## src/rtl/core/nis_pkg.sv

```systemverilog
package nis_pkg;

	// default longest Exp-Golomb prefix accepted before flagging overflow
	localparam int MAX_PREFIX_ZEROS_DEF = 31;

	localparam int CODE_W = 32;
	localparam int TYPE_W = 5;
	localparam int BYTE_W = 8;

	// NAL unit types of interest
	localparam logic [TYPE_W-1:0] TYPE_SLICE = 5'd1;
	localparam logic [TYPE_W-1:0] TYPE_IDR   = 5'd5;

	// slice_type residues mod 5 that mean intra
	localparam logic [2:0] KIND_I  = 3'd2;
	localparam logic [2:0] KIND_SI = 3'd4;

	// saturated byte count that a full slice header needs
	localparam logic [1:0] BYTE_COUNT_FULL = 2'd3;

	typedef enum logic [2:0] {
		PH_HEADER    = 3'd0,
		PH_MB_PREFIX = 3'd1,
		PH_MB_SUFFIX = 3'd2,
		PH_ST_PREFIX = 3'd3,
		PH_ST_SUFFIX = 3'd4,
		PH_DONE      = 3'd5,
		PH_IGNORE    = 3'd6
	} nis_phase_t;

	typedef enum logic [1:0] {
		SQ_IDLE,
		SQ_BITS,
		SQ_PAD,
		SQ_FINISH
	} nis_seq_t;

	// sequencer to bit unit
	typedef struct packed {
		logic              step;
		logic              bit_val;
		logic              final_bit;
		logic              load_header;
		logic              clear;
		logic [BYTE_W-1:0] header_byte;
	} nis_ctl_t;

	// bit unit to sequencer
	typedef struct packed {
		nis_phase_t        phase;
		logic [TYPE_W-1:0] header_type;
		logic              overflow;
		logic              slice_intra;
		logic [CODE_W-1:0] code_value;
	} nis_stat_t;

	// residue mod 5 of a value below 15
	function automatic logic [2:0] mod5_small(input logic [3:0] v);
		logic [3:0] r;
		if (v >= 4'd10) begin
			r = v - 4'd10;
		end else if (v >= 4'd5) begin
			r = v - 4'd5;
		end else begin
			r = v;
		end
		return r[2:0];
	endfunction

endpackage

```

## src/rtl/core/nis_in_if.sv

```systemverilog
interface nis_in_if;
	logic                     valid;
	logic                     ready;
	logic [nis_pkg::BYTE_W-1:0] data_byte;
	logic                     last_byte;

	modport source (output valid, output data_byte, output last_byte, input ready);
	modport sink (input valid, input data_byte, input last_byte, output ready);
endinterface

```

## src/rtl/core/nis_out_if.sv

```systemverilog
interface nis_out_if;
	logic                       valid;
	logic                       ready;
	logic [nis_pkg::TYPE_W-1:0] unit_type;
	logic                       is_intra;
	logic [nis_pkg::CODE_W-1:0] slice_kind;
	logic                       prefix_overflow;

	modport source (output valid, output unit_type, output is_intra, output slice_kind,
		output prefix_overflow, input ready);
	modport sink (input valid, input unit_type, input is_intra, input slice_kind,
		input prefix_overflow, output ready);
endinterface

```

## src/rtl/core/nal_intra_slice_detector.sv

```systemverilog
// nal_intra_slice_detector: tells whether an H.264 NAL unit carries an intra slice
// nal_in carries the bytes of one NAL unit in order, header byte first, with
// last_byte set on the final byte; result carries one item per unit, given
// after the last byte: unit_type, is_intra, slice_kind and prefix_overflow
// both channels use valid/ready; an item moves on an edge with both high
// the header byte is loaded straight into the bit unit; a later byte is fed,
// one bit per cycle, through the shared bit unit while the two Exp-Golomb codes
// are still being parsed, and is dropped as it is taken once slice_type is known
// or the unit is ignored; after the last byte the unit pads any open code with
// zero bits, then loads the result register
// the result register parts the two sides: the next unit's bytes are taken
// while a result waits; if the receiver stalls, the block finishes the
// following unit and then takes no bytes until the register frees up
// reset (arst_n low) clears the parser to expect a header byte and drops any
// pending result
module nal_intra_slice_detector #(
	parameter int MAX_PREFIX_ZEROS = nis_pkg::MAX_PREFIX_ZEROS_DEF
) (
	input  logic      clk,
	input  logic      arst_n,
	nis_in_if.sink    nal_in,
	nis_out_if.source result
);

	nis_pkg::nis_seq_t          state_q, state_d;
	nis_pkg::nis_ctl_t          ctl;
	nis_pkg::nis_stat_t         ust;

	logic [nis_pkg::BYTE_W-2:0] shift_q, shift_d;   // remaining bits of the byte
	logic [2:0]                 cnt_q, cnt_d;       // bits left after this one
	logic                       last_q, last_d;
	logic [1:0]                 byte_count_q, byte_count_d;

	logic                       out_valid_q;
	logic [nis_pkg::TYPE_W-1:0] out_type_q;
	logic                       out_intra_q;
	logic [nis_pkg::CODE_W-1:0] out_kind_q;
	logic                       out_ovf_q;

	logic                       accept;
	logic                       parsing;        // unit is inside a prefix or suffix
	logic                       load_out;
	logic                       full_len;
	logic                       slice_ok;
	logic                       res_intra;
	logic [nis_pkg::CODE_W-1:0] res_kind;
	logic                       res_ovf;

	nis_bit_unit #(
		.MAX_PREFIX_ZEROS(MAX_PREFIX_ZEROS)
	) u_bit_unit (
		.clk   (clk),
		.arst_n(arst_n),
		.ctl   (ctl),
		.stat  (ust)
	);

	// bytes are taken only while the sequencer waits for one
	assign nal_in.ready = (state_q == nis_pkg::SQ_IDLE);
	assign accept  = nal_in.valid && nal_in.ready;
	assign parsing = (ust.phase == nis_pkg::PH_MB_PREFIX) ||
		(ust.phase == nis_pkg::PH_MB_SUFFIX) ||
		(ust.phase == nis_pkg::PH_ST_PREFIX) ||
		(ust.phase == nis_pkg::PH_ST_SUFFIX);

	// result fields from the finished parse
	assign full_len  = (byte_count_q == nis_pkg::BYTE_COUNT_FULL);
	assign slice_ok  = full_len && (ust.header_type == nis_pkg::TYPE_SLICE) &&
		!ust.overflow && (ust.phase == nis_pkg::PH_DONE);
	assign res_intra = full_len && ((ust.header_type == nis_pkg::TYPE_IDR) ||
		(slice_ok && ust.slice_intra));
	assign res_kind  = slice_ok ? ust.code_value : '0;
	assign res_ovf   = full_len && (ust.header_type == nis_pkg::TYPE_SLICE) && ust.overflow;

	// sequencer
	always_comb begin
		state_d          = state_q;
		shift_d          = shift_q;
		cnt_d            = cnt_q;
		last_d           = last_q;
		byte_count_d     = byte_count_q;
		ctl              = '0;
		ctl.header_byte  = nal_in.data_byte;
		load_out         = 1'b0;

		unique case (state_q)
			nis_pkg::SQ_IDLE: begin
				if (accept) begin
					last_d = nal_in.last_byte;
					if (ust.phase == nis_pkg::PH_HEADER) begin
						ctl.load_header = 1'b1;
						byte_count_d    = 2'd1;
						state_d         = nal_in.last_byte ? nis_pkg::SQ_PAD : nis_pkg::SQ_IDLE;
					end else begin
						if (byte_count_q != nis_pkg::BYTE_COUNT_FULL) begin
							byte_count_d = byte_count_q + 2'd1;
						end
						if (parsing) begin
							// msb goes in right away, the other seven follow
							ctl.step    = 1'b1;
							ctl.bit_val = nal_in.data_byte[nis_pkg::BYTE_W-1];
							shift_d     = nal_in.data_byte[nis_pkg::BYTE_W-2:0];
							cnt_d       = 3'(nis_pkg::BYTE_W - 2);
							state_d     = nis_pkg::SQ_BITS;
						end else begin
							// code already decoded or unit ignored: byte is dropped
							state_d = nal_in.last_byte ? nis_pkg::SQ_PAD : nis_pkg::SQ_IDLE;
						end
					end
				end
			end
			nis_pkg::SQ_BITS: begin
				if (parsing) begin
					ctl.step      = 1'b1;
					ctl.bit_val   = shift_q[nis_pkg::BYTE_W-2];
					ctl.final_bit = last_q && (cnt_q == '0);
					shift_d       = {shift_q[nis_pkg::BYTE_W-3:0], 1'b0};
					cnt_d         = cnt_q - 3'd1;
					if (cnt_q == '0) begin
						state_d = last_q ? nis_pkg::SQ_PAD : nis_pkg::SQ_IDLE;
					end
				end else begin
					state_d = last_q ? nis_pkg::SQ_PAD : nis_pkg::SQ_IDLE;
				end
			end
			nis_pkg::SQ_PAD: begin
				// bits past the end read as zero and close any open prefix
				if (parsing) begin
					ctl.step      = 1'b1;
					ctl.bit_val   = 1'b0;
					ctl.final_bit = 1'b1;
				end else begin
					state_d = nis_pkg::SQ_FINISH;
				end
			end
			nis_pkg::SQ_FINISH: begin
				if (!out_valid_q || result.ready) begin
					load_out     = 1'b1;
					ctl.clear    = 1'b1;
					byte_count_d = '0;
					state_d      = nis_pkg::SQ_IDLE;
				end
			end
			default: begin
				state_d = nis_pkg::SQ_IDLE;
			end
		endcase
	end

	always_ff @(posedge clk or negedge arst_n) begin
		if (!arst_n) begin
			state_q      <= nis_pkg::SQ_IDLE;
			cnt_q        <= '0;
			last_q       <= 1'b0;
			byte_count_q <= '0;
		end else begin
			state_q      <= state_d;
			cnt_q        <= cnt_d;
			last_q       <= last_d;
			byte_count_q <= byte_count_d;
		end
	end

	always_ff @(posedge clk) begin
		shift_q <= shift_d;
	end

	// result register
	always_ff @(posedge clk or negedge arst_n) begin
		if (!arst_n) begin
			out_valid_q <= 1'b0;
		end else if (load_out) begin
			out_valid_q <= 1'b1;
		end else if (result.ready) begin
			out_valid_q <= 1'b0;
		end
	end

	always_ff @(posedge clk) begin
		if (load_out) begin
			out_type_q  <= ust.header_type;
			out_intra_q <= res_intra;
			out_kind_q  <= res_kind;
			out_ovf_q   <= res_ovf;
		end
	end

	assign result.valid           = out_valid_q;
	assign result.unit_type       = out_type_q;
	assign result.is_intra        = out_intra_q;
	assign result.slice_kind      = out_kind_q;
	assign result.prefix_overflow = out_ovf_q;

	// parser is back to expecting a header once a result is loaded
	a_clear_after_load: assert property (@(posedge clk) disable iff (!arst_n)
		load_out |=> (ust.phase == nis_pkg::PH_HEADER))
		else $error("parser not cleared after result load");

	// an overflowed unit never reports an intra slice or a slice kind
	a_ovf_not_intra: assert property (@(posedge clk) disable iff (!arst_n)
		(result.valid && result.prefix_overflow) |-> (!result.is_intra && result.slice_kind == '0))
		else $error("overflow reported together with intra result");

	// once a header is taken the byte count is never zero
	a_count_with_header: assert property (@(posedge clk) disable iff (!arst_n)
		(ust.phase != nis_pkg::PH_HEADER) |-> (byte_count_q != '0))
		else $error("byte count lost while parsing a unit");

endmodule

```

## src/rtl/core/nis_bit_unit.sv

```systemverilog
module nis_bit_unit #(
	parameter int MAX_PREFIX_ZEROS = nis_pkg::MAX_PREFIX_ZEROS_DEF
) (
	input  logic              clk,
	input  logic              arst_n,
	input  nis_pkg::nis_ctl_t ctl,
	output nis_pkg::nis_stat_t stat
);

	localparam int ZW = $clog2(MAX_PREFIX_ZEROS + 1);

	nis_pkg::nis_phase_t               phase_q, phase_d;
	logic [nis_pkg::TYPE_W-1:0]        header_q, header_d;
	logic [ZW-1:0]                     zero_run_q, zero_run_d;
	logic [ZW-1:0]                     suffix_left_q, suffix_left_d;
	logic [nis_pkg::CODE_W-1:0]        code_q, code_d;
	logic [2:0]                        res_q, res_d;
	logic [2:0]                        pw_q, pw_d;
	logic                              ovf_q, ovf_d;
	logic                              intra_q, intra_d;

	logic                              do_finish;
	nis_pkg::nis_phase_t               fin_phase;
	logic [nis_pkg::CODE_W-1:0]        fin_code;
	logic [2:0]                        fin_res;
	logic [ZW-1:0]                     sl_next;
	logic [2:0]                        m;

	always_comb begin
		phase_d       = phase_q;
		header_d      = header_q;
		zero_run_d    = zero_run_q;
		suffix_left_d = suffix_left_q;
		code_d        = code_q;
		res_d         = res_q;
		pw_d          = pw_q;
		ovf_d         = ovf_q;
		intra_d       = intra_q;
		do_finish     = 1'b0;
		fin_phase     = phase_q;
		fin_code      = code_q;
		fin_res       = res_q;
		sl_next       = suffix_left_q;
		m             = '0;

		if (ctl.clear) begin
			phase_d       = nis_pkg::PH_HEADER;
			header_d      = '0;
			zero_run_d    = '0;
			suffix_left_d = '0;
			code_d        = '0;
			res_d         = '0;
			pw_d          = 3'd1;
			ovf_d         = 1'b0;
			intra_d       = 1'b0;
		end else if (ctl.load_header) begin
			header_d = ctl.header_byte[nis_pkg::TYPE_W-1:0];
			phase_d  = (ctl.header_byte[nis_pkg::TYPE_W-1:0] == nis_pkg::TYPE_SLICE) ?
				nis_pkg::PH_MB_PREFIX : nis_pkg::PH_IGNORE;
		end else if (ctl.step) begin
			unique case (phase_q)
				nis_pkg::PH_MB_PREFIX, nis_pkg::PH_ST_PREFIX: begin
					if (ctl.bit_val || ctl.final_bit) begin
						// prefix closed: suffix of zero_run bits follows
						fin_phase     = (phase_q == nis_pkg::PH_MB_PREFIX) ?
							nis_pkg::PH_MB_SUFFIX : nis_pkg::PH_ST_SUFFIX;
						phase_d       = fin_phase;
						code_d        = '0;
						res_d         = '0;
						suffix_left_d = zero_run_q;
						fin_code      = '0;
						fin_res       = '0;
						do_finish     = (zero_run_q == '0);
					end else if (zero_run_q >= ZW'(MAX_PREFIX_ZEROS)) begin
						ovf_d   = 1'b1;
						phase_d = nis_pkg::PH_IGNORE;
					end else begin
						zero_run_d = zero_run_q + ZW'(1);
						pw_d       = nis_pkg::mod5_small({pw_q, 1'b0});
					end
				end
				nis_pkg::PH_MB_SUFFIX, nis_pkg::PH_ST_SUFFIX: begin
					fin_phase     = phase_q;
					fin_code      = {code_q[nis_pkg::CODE_W-2:0], ctl.bit_val};
					fin_res       = nis_pkg::mod5_small({res_q, ctl.bit_val});
					sl_next       = (suffix_left_q == '0) ? '0 : suffix_left_q - ZW'(1);
					code_d        = fin_code;
					res_d         = fin_res;
					suffix_left_d = sl_next;
					do_finish     = (sl_next == '0);
				end
				default: begin
				end
			endcase

			if (do_finish) begin
				suffix_left_d = '0;
				if (fin_phase == nis_pkg::PH_MB_SUFFIX) begin
					// macroblock address code done, start on slice_type
					phase_d    = nis_pkg::PH_ST_PREFIX;
					zero_run_d = '0;
					code_d     = '0;
					res_d      = '0;
					pw_d       = 3'd1;
				end else begin
					// value = suffix + 2^zero_run - 1
					code_d  = fin_code + ~({nis_pkg::CODE_W{1'b1}} << zero_run_q);
					m       = nis_pkg::mod5_small({1'b0, fin_res} + {1'b0, pw_q} + 4'd4);
					intra_d = (m == nis_pkg::KIND_I) || (m == nis_pkg::KIND_SI);
					phase_d = nis_pkg::PH_DONE;
				end
			end
		end
	end

	always_ff @(posedge clk or negedge arst_n) begin
		if (!arst_n) begin
			phase_q       <= nis_pkg::PH_HEADER;
			header_q      <= '0;
			zero_run_q    <= '0;
			suffix_left_q <= '0;
			code_q        <= '0;
			res_q         <= '0;
			pw_q          <= 3'd1;
			ovf_q         <= 1'b0;
			intra_q       <= 1'b0;
		end else begin
			phase_q       <= phase_d;
			header_q      <= header_d;
			zero_run_q    <= zero_run_d;
			suffix_left_q <= suffix_left_d;
			code_q        <= code_d;
			res_q         <= res_d;
			pw_q          <= pw_d;
			ovf_q         <= ovf_d;
			intra_q       <= intra_d;
		end
	end

	assign stat.phase       = phase_q;
	assign stat.header_type = header_q;
	assign stat.overflow    = ovf_q;
	assign stat.slice_intra = intra_q;
	assign stat.code_value  = code_q;

endmodule

```

## src/flat_wrapper.sv

```systemverilog
// flat-port wrapper written by rule: the top's interface ports become plain ports
module nal_intra_slice_detector_flat 
#(
	parameter int MAX_PREFIX_ZEROS = nis_pkg::MAX_PREFIX_ZEROS_DEF
)
  (clk, arst_n, nal_in_valid, nal_in_data_byte, nal_in_last_byte, nal_in_ready, result_valid, result_unit_type, result_is_intra, result_slice_kind, result_prefix_overflow, result_ready);
  nis_in_if nal_in_i ();
  nis_out_if result_i ();
  input  logic clk;
  input  logic arst_n;
  input wire logic [$bits(nal_in_i.valid)-1:0] nal_in_valid;
  input wire logic [$bits(nal_in_i.data_byte)-1:0] nal_in_data_byte;
  input wire logic [$bits(nal_in_i.last_byte)-1:0] nal_in_last_byte;
  output wire logic [$bits(nal_in_i.ready)-1:0] nal_in_ready;
  output wire logic [$bits(result_i.valid)-1:0] result_valid;
  output wire logic [$bits(result_i.unit_type)-1:0] result_unit_type;
  output wire logic [$bits(result_i.is_intra)-1:0] result_is_intra;
  output wire logic [$bits(result_i.slice_kind)-1:0] result_slice_kind;
  output wire logic [$bits(result_i.prefix_overflow)-1:0] result_prefix_overflow;
  input wire logic [$bits(result_i.ready)-1:0] result_ready;
  assign nal_in_i.valid = nal_in_valid;
  assign nal_in_i.data_byte = nal_in_data_byte;
  assign nal_in_i.last_byte = nal_in_last_byte;
  assign nal_in_ready = nal_in_i.ready;
  assign result_valid = result_i.valid;
  assign result_unit_type = result_i.unit_type;
  assign result_is_intra = result_i.is_intra;
  assign result_slice_kind = result_i.slice_kind;
  assign result_prefix_overflow = result_i.prefix_overflow;
  assign result_i.ready = result_ready;
  nal_intra_slice_detector #(.MAX_PREFIX_ZEROS(MAX_PREFIX_ZEROS)) u_core (.clk(clk), .arst_n(arst_n), .nal_in(nal_in_i), .result(result_i));
endmodule
```

## config.mk

```make
export PLATFORM = sky130hd
export DESIGN_NAME = nal_intra_slice_detector_flat
export DESIGN_NICKNAME = d
export VERILOG_FILES = /design/src/rtl/core/nis_pkg.sv /design/src/rtl/core/nis_in_if.sv /design/src/rtl/core/nis_out_if.sv /design/src/rtl/core/nal_intra_slice_detector.sv /design/src/rtl/core/nis_bit_unit.sv /design/src/flat_wrapper.sv
export SDC_FILE = /design/constraint.sdc
export NUM_CORES = 1
export LEC_CHECK = 0
export BUFFER_PORTS_ARGS = -buffer_cell sky130_fd_sc_hd__buf_2
export CAP_MARGIN = 10
export CORE_ASPECT_RATIO = 0.9
export CORE_MARGIN = 5
export CORE_UTILIZATION = 40
export CTS_BUF_LIST = sky130_fd_sc_hd__clkbuf_8 sky130_fd_sc_hd__clkbuf_16
export DETAILED_ROUTE_END_ITERATION = 10
export GPL_ROUTABILITY_DRIVEN = 0
export MAX_ROUTING_LAYER = met4
export PLACE_DENSITY = 0.63
export SLEW_MARGIN = 10
export SYNTH_ARGS = -nofsm -noshare
export SYNTH_HDL_FRONTEND = slang
export SYNTH_HIERARCHICAL = 1
export SYNTH_SLANG_ARGS = --single-unit
```

## constraint.sdc

```tcl
create_clock -name clk -period 6.6 [get_ports clk]
set_input_delay 0.33 -clock clk [delete_from_list [all_inputs] [get_ports clk]]
set_output_delay 0.33 -clock clk [all_outputs]
set_load 0.05 [all_outputs]
```

==> impl_metrics.json, run 1 <==
{
  "status": "finished clean",
  "hp-class": "input pin to asynchronous set/reset pin",
  "crit_slowest_cell": "a2111oi_0",
  "cp.arrival_ns": 5.94,
  "clock_sinks": 113,
  "cts-buffers-inserted": 17,
  "postPlaceCellArea_sq_um": 8407,
  "setup_viol": 0,
  "synth_edf_count": 46,
  "die_x_um": 158.5,
  "viasPerCell": 5.542,
  "clk_path_buf_depth": 2,
  "routedWlPerCell_um": 16.55,
  "grt_pass1_vias": 6384,
  "coreArea_sq_um": 19340,
  "io_pins": 54,
  "grt_use_met3_pct": 3.162,
  "rows": 48,
  "fin_crit_sh_pct": 84.90,
  "finalCriticalPeriod_ns": 5.604,
  "route.detailed.drc": 0,
  "drtPass1Iterations": 5,
  "yosysSeqAreaShare_pct": 38.52,
  "drv_slew": 0,
  "synth-xor-area-share_pct": 3.198,
  "synth_async_sr_flop_share_pct": 59.29,
  "overflow": 0,
  "synth_top_family_by_area": "simple AND/OR/NAND/NOR gates",
  "met1_usage_pct": 25.23,
  "slew_headroom_pct": 29.37,
  "worst-path-max-fanout": 17,
  "final_antenna_net_count": 0,
  "yosys-top-cells-area": "dfrtp_1, edfxtp_1, ha_1",
  "synth_fa_ha_area_share_pct": 9.168,
  "timing.fmax_mhz": 178.5,
  "synthCells": 900,
  "post_cts_buffers": 0,
  "clkSlewWorstSetupHoldPaths_ns": 0.06,
  "initialDrtViolationCount": 515,
  "ctsHoldBuffers": 0,
  "synth_top_area_share_pct": 20.79,
  "synth_area_sq_um": 7943,
  "powerDensity_nw_per_um2": 481.4,
  "crit_path_end_kind": "flop",
  "finClkSkew_ns": 0.01009,
  "final-hold-violation-count": 0,
  "tightestPinTransition_ns": 1.059,
  "grt_pass1_wl_um": 32580,
  "met2_usage_pct": 28.21,
  "max_stage_delay_ns": 0.58,
  "fin_tns_setup_ns": 0,
  "synth_compound_area_share_pct": 20.94,
  "die_y_um": 143.7,
  "dp_hpwl_um": 13870,
  "criticalPathCategory": "flop to flop",
  "synthSimpleGateAreaFrac_pct": 21.44,
  "port_buffers": 53,
  "antenna_found_initial": 0,
  "grt_max_degree": 68,
  "cp-start-kind": "flop",
  "final_cell_area_sq_um": 9000,
  "p_total_uw": 4332,
  "grt.busiest_layer": "met2",
  "synthFlopType": "dfrtp_1",
  "crit_required_ns": 6.93,
  "start_util_pct": 41.07,
  "die_area_sq_um": 22780,
  "synth_nets": 970,
  "synthMuxAreaShare_pct": 2.662,
  "cts_root_buf": "clkbuf_16",
  "synthToLayoutAreaGrowth_pct": 13.31,
  "leakagePower_uw": 0.003891,
  "rsz0062_at_grt": "no",
  "drt-total-wl_um": 19840,
  "ys_seq_elements": 113,
  "maxCapViolCount": 0,
  "nNetsFinal": 1006,
  "grt_usage_pct": 18.49,
  "num_vias": 6645,
  "synth_warnings": 6,
  "cts_tree": "built",
  "clkLatencyLatePin_ns": 0.42,
  "netlist-cell-type-count": 82,
  "syn_avg_cell_area_sq_um": 8.825,
  "synth_top_cell_by_area": "dfrtp_1",
  "r2r_setup_slack_ns": 1.0,
  "utilization_pct": 46.54,
  "ir_worst_vdd_mv": 0.2235,
  "insertedDiodeCount": 0,
  "crit_chain": "inv_1 > ha_1 > a32oi_1 > nor3_1 > inv_1 > ha_1 > nand2b_1 > a21oi_1 > nor3_1 > a21oi_1 > o21ai_0 > ha_1 > ha_1 > fa_1 > xor2_1 > a2111oi_0 > a21oi_1 > xnor2_1 > or4_1 > a21oi_1",
  "ctsResizeCount": 0,
  "htree_levels": 4,
  "drive_gt1_share_pct": 14.23
}
==> metal layers <==
layer	wire [um]	vias up
li1	-	3325
met1	9681	3154
met2	9090	145
met3	807	21
met4	260	0
met5	0	-
==> flip-flops by register name, summed over array words and instances, names as in the netlist, 3 cells and up <==
| signal | flops |
|---|---|
| u_core/cnt_q | 3 |
| u_core/result.slice_kind | 32 |
| u_core/result.unit_type | 5 |
| u_core/shift_q | 7 |
| u_core/u_bit_unit/code_q | 32 |
| u_core/u_bit_unit/header_q | 5 |
| u_core/u_bit_unit/phase_q | 3 |
| u_core/u_bit_unit/pw_q | 3 |
| u_core/u_bit_unit/res_q | 3 |
| u_core/u_bit_unit/suffix_left_q | 5 |
| u_core/u_bit_unit/zero_run_q | 5 |
==> cell families after synthesis <==
family	after synthesis
adders and majority gates	57
AOI/OAI and AO/OA	251
muxes	20
buffers and inverters	82
and+or+nand+nor	348
xor gates and xnor gates	29
DFF	113
==> synth_stat cells, drive strengths merged (10+ instances only) <==
cell / n
ha: 55
nand2: 122
clkbuf: 34
o21bai: 10
nor3: 23
nand2b: 16
mux2i: 11
edfxtp: 46
nor2: 60
and2: 34
dfrtp: 66
xnor2: 13
a22oi: 16
buf: 10
xor2: 16
nand3: 47
a31oi: 11
a21o: 10
o21ai: 71
a21oi: 74
inv: 38
==> per-stage QoR <==
| step | hold WS (ns) | cells | setup WS (ns) |
|---|---|---|---|
| final | 0.1089 | 1199 | 0.9963 |
| after global routing | 0.1806 | 1199 | 0.5000 |
| after CTS | 0.1457 | 1199 | 1.066 |
| after detailed placement | 0.4608 | 1167 | 1.088 |
| after global placement | 0.4608 | 1167 | 1.296 |
| after floorplan | 0.03441 | 900 | 1.580 |
==> worst max-delay path: cells and delay by family, from the launching register on <==
kind	cells	cell delay (ns)
fa+ha+maj	5	1.84
flops	1	0.40
buf+inv	2	0.33
compound gates	7	1.30
simple gates	4	1.27
xor+xnor	2	0.39
==> power by group <==
part / internal [uW] / leakage, uW / switching, uW
clock network: 571 / 0.000290 / 361
registers: 965 / 0.00133 / 193
logic: 761 / 0.00227 / 1480
==> cells in the final DEF, fill, tap and decap left out, drive strengths merged, types with 3 or more instances in the layout <==
cell type  count
a2111oi        4
dfrtp         66
nand4          5
a21oi         74
nor4b          3
o21a           6
xnor2         13
or2            3
inv           45
nor3b          4
a21o          10
or3            7
o21ai         71
ha            55
and3           9
and2          34
buf           61
nand2b        16
nor2          60
a21boi         3
xor2          16
nand2        122
a211oi         8
nand3         47
clkinv         3
a32oi          3
nand3b         3
edfxtp        46
nor2b          8
mux2           9
a22o           4
o21bai        10
mux2i         11
nor3          23
o22ai          4
clkbuf        18
a22oi         16
o31ai          6
a31oi         11
==> worst paths after layout <==
check	depth (start not counted)	to	from
max	20	u_core/u_bit_unit/intra_q	u_core/state_q[1]
min	2	u_core/cnt_q[2]	arst_n
max reg2reg	20	u_core/u_bit_unit/intra_q	u_core/state_q[1]
min reg2reg	0	u_core/result.unit_type[0]	u_core/u_bit_unit/header_q[0]
max in group asynchronous	2	u_core/u_bit_unit/code_q[13]	arst_n
min in group clk	2	u_core/last_q	nal_in_last_byte
==> area by class of cell <==
type,instances,area (sq um)
Timing Repair Buffer,61,325.3
Inverter,38,142.6
Tap cell,250,312.8
Clock inverter,14,153.9
Fill cell,1893,10340
Clock buffer,18,439.2
Sequential cell,113,3059
Multi-Input combinational cell,705,4567
No activity file was read; power rests on OpenSTA's default activity.
==> inputs of run 2 (changes only) <==
PLACE_DENSITY = 0.65   (was 0.63)
clock period = 4.5 ns   (was 6.6 ns; I/O delays follow)
==> impl_metrics.json, run 2 (synthesis results as in run 1) <==
{
  "status": "finished clean",
  "drv_slew": 0,
  "maxCapViolCount": 0,
  "slew_headroom_pct": 38.41,
  "setup_viol": 0,
  "synthToLayoutAreaGrowth_pct": 17.72,
  "mostFrequentLayoutCells": "nand2_1, a21oi_1, dfrtp_1",
  "criticalPathCategory": "flop to flop",
  "grt_usage_pct": 18.89,
  "routedWlPerCell_um": 16.78,
  "clkSlewWorstSetupHoldPaths_ns": 0.06,
  "final-hold-violation-count": 0,
  "hp-class": "input pin to flop",
  "crit_path_end_kind": "flop",
  "nNetsFinal": 1027,
  "cp_common_cell": "a21oi_1",
  "finalCriticalPeriod_ns": 4.335,
  "grt_max_degree": 39,
  "grt_pass1_vias": 6621,
  "overflow": 0,
  "num_vias": 6900,
  "htree_levels": 4,
  "swShare_pct": 45.62,
  "internal_power_uw": 3709,
  "cts-buffers-inserted": 17,
  "insertedDiodeCount": 0,
  "powerDensity_nw_per_um2": 729.4,
  "die_area_sq_um": 22780,
  "tightestPinTransition_ns": 0.9198,
  "crit_slowest_cell": "or4_1",
  "cp-start-kind": "flop",
  "port_buffers": 53,
  "die_y_um": 143.7,
  "io_pins": 54,
  "rows": 48,
  "cpLargestDelayFamily": "simple AND/OR/NAND/NOR gates",
  "ir_worst_vdd_mv": 0.3367,
  "viasPerCell": 5.656,
  "route.detailed.drc": 0,
  "min_path_cells": 2,
  "p_total_uw": 6820,
  "final_common_cell": "nand2_1",
  "crit_chain": "o21a_1 > or2_2 > nor3_4 > buf_4 > ha_1 > nand2b_1 > a21oi_1 > nor3_1 > a21oi_1 > o21ai_1 > ha_1 > ha_4 > fa_2 > xor2_4 > nor2_1 > nor2_1 > a211oi_1 > a31oi_1 > xnor2_1 > or4_1 > a21oi_1",
  "final_antenna_net_count": 0,
  "clk_path_buf_depth": 2,
  "coreArea_sq_um": 19340,
  "start_util_pct": 41.07,
  "fin_tns_setup_ns": 0,
  "seq_power_share_pct": 24.7,
  "drive_gt1_share_pct": 17.84,
  "fin_crit_sh_pct": 96.33,
  "clkLatencyLatePin_ns": 0.43,
  "grt_pass1_wl_um": 33490,
  "cts_tree": "built",
  "drt-total-wl_um": 20470,
  "p_switching_uw": 3111,
  "n_fill_cell": 1853,
  "cp.depth": 21,
  "pwr-share-clk_pct": 21.9,
  "initialDrtViolationCount": 536,
  "finClkSkew_ns": 0.009204,
  "worstRegToRegCells": 21,
  "leakagePower_uw": 0.004024,
  "crit_required_ns": 4.85,
  "clock_sinks": 113,
  "timing.fmax_mhz": 230.7,
  "max_stage_delay_ns": 0.46,
  "drtPass1Iterations": 5,
  "worst-path-max-fanout": 7,
  "worst-path-buf-inv": 1,
  "p_comb_share_pct": 53.5,
  "cts_root_buf": "clkbuf_16",
  "die_x_um": 158.5,
  "rsz0062_at_grt": "yes",
  "antenna_found_initial": 0,
  "cp.arrival_ns": 4.69,
  "dp_hpwl_um": 14510
}
run 2: area by class of cell:
class                           count  area [sq um]  area share [%]
Clock buffer                       17         425.4           4.550
Timing Repair Buffer               82         498.0           5.326
Clock inverter                     15         219.0           2.342
Inverter                           38         142.6           1.525
Tap cell                          250         312.8           3.345
Multi-Input combinational cell    705          4693           50.19
Sequential cell                   113          3059           32.72
run 2: power groups by stage:
stage          Combinational (uW)  Sequential [uW]  Clock [uW]
2_1_floorplan                2460             1770           0
3_3_place_gp                 3410             1690           0
3_5_place_dp                 3460             1690           0
4_1_cts                      3480             1680        1510
5_1_grt                      4010             1720        1570
6_report                     3650             1680        1490
run 2: final timing paths:
path                                                    start                       endpoint  slack, ns
worst min-delay path                         nal_in_last_byte                  u_core/last_q       0.05
worst min register to register  u_core/u_bit_unit/header_q[0]     u_core/result.unit_type[0]       0.49
min in group asynchronous                              arst_n                u_core/cnt_q[2]       0.39
worst max register to register   u_core/u_bit_unit/phase_q[0]      u_core/u_bit_unit/intra_q       0.16
worst max-delay path             u_core/u_bit_unit/phase_q[0]      u_core/u_bit_unit/intra_q       0.16
max in group asynchronous                              arst_n  u_core/u_bit_unit/header_q[4]       3.08
run 2: metrics by stage:
stage / std cells / cell area [sq um] / setup WS (ns) / util [%] / hold slack, ns
floorplan: 900 / 7984 / 0.01757 / - / -0.07059
global placement: 1185 / 8586 / 0.1404 / 44.40 / 0.3183
detailed placement: 1185 / 8586 / 0.004613 / 44.40 / 0.3279
CTS: 1218 / 9240 / 0.02955 / 47.78 / 0.03862
global route: 1220 / 9350 / -0.08924 / 48.35 / 0.05497
finish: 1220 / 9350 / 0.1649 / 48.35 / 0.05233
run 2: timing repair:
| action | CTS | global route |
|---|---|---|
| hold buffers | 1 | 0 |
| pin swaps | 1 | 4 |
| buffers inserted | 0 | 2 |
| endpoints found under the setup margin | 1 | 14 |
| hold endpoints to repair | 28 | 0 |
| gates resized for setup | 0 | 17 |
run 2: routing by layer:
layer	global-route usage [%]	part of all wire (%)	wire length, um
met1	24.95	46	9471
met5	-	0	0
met2	29.50	46	9496
met4	5.206	1.6	320
met3	4.095	5.8	1183
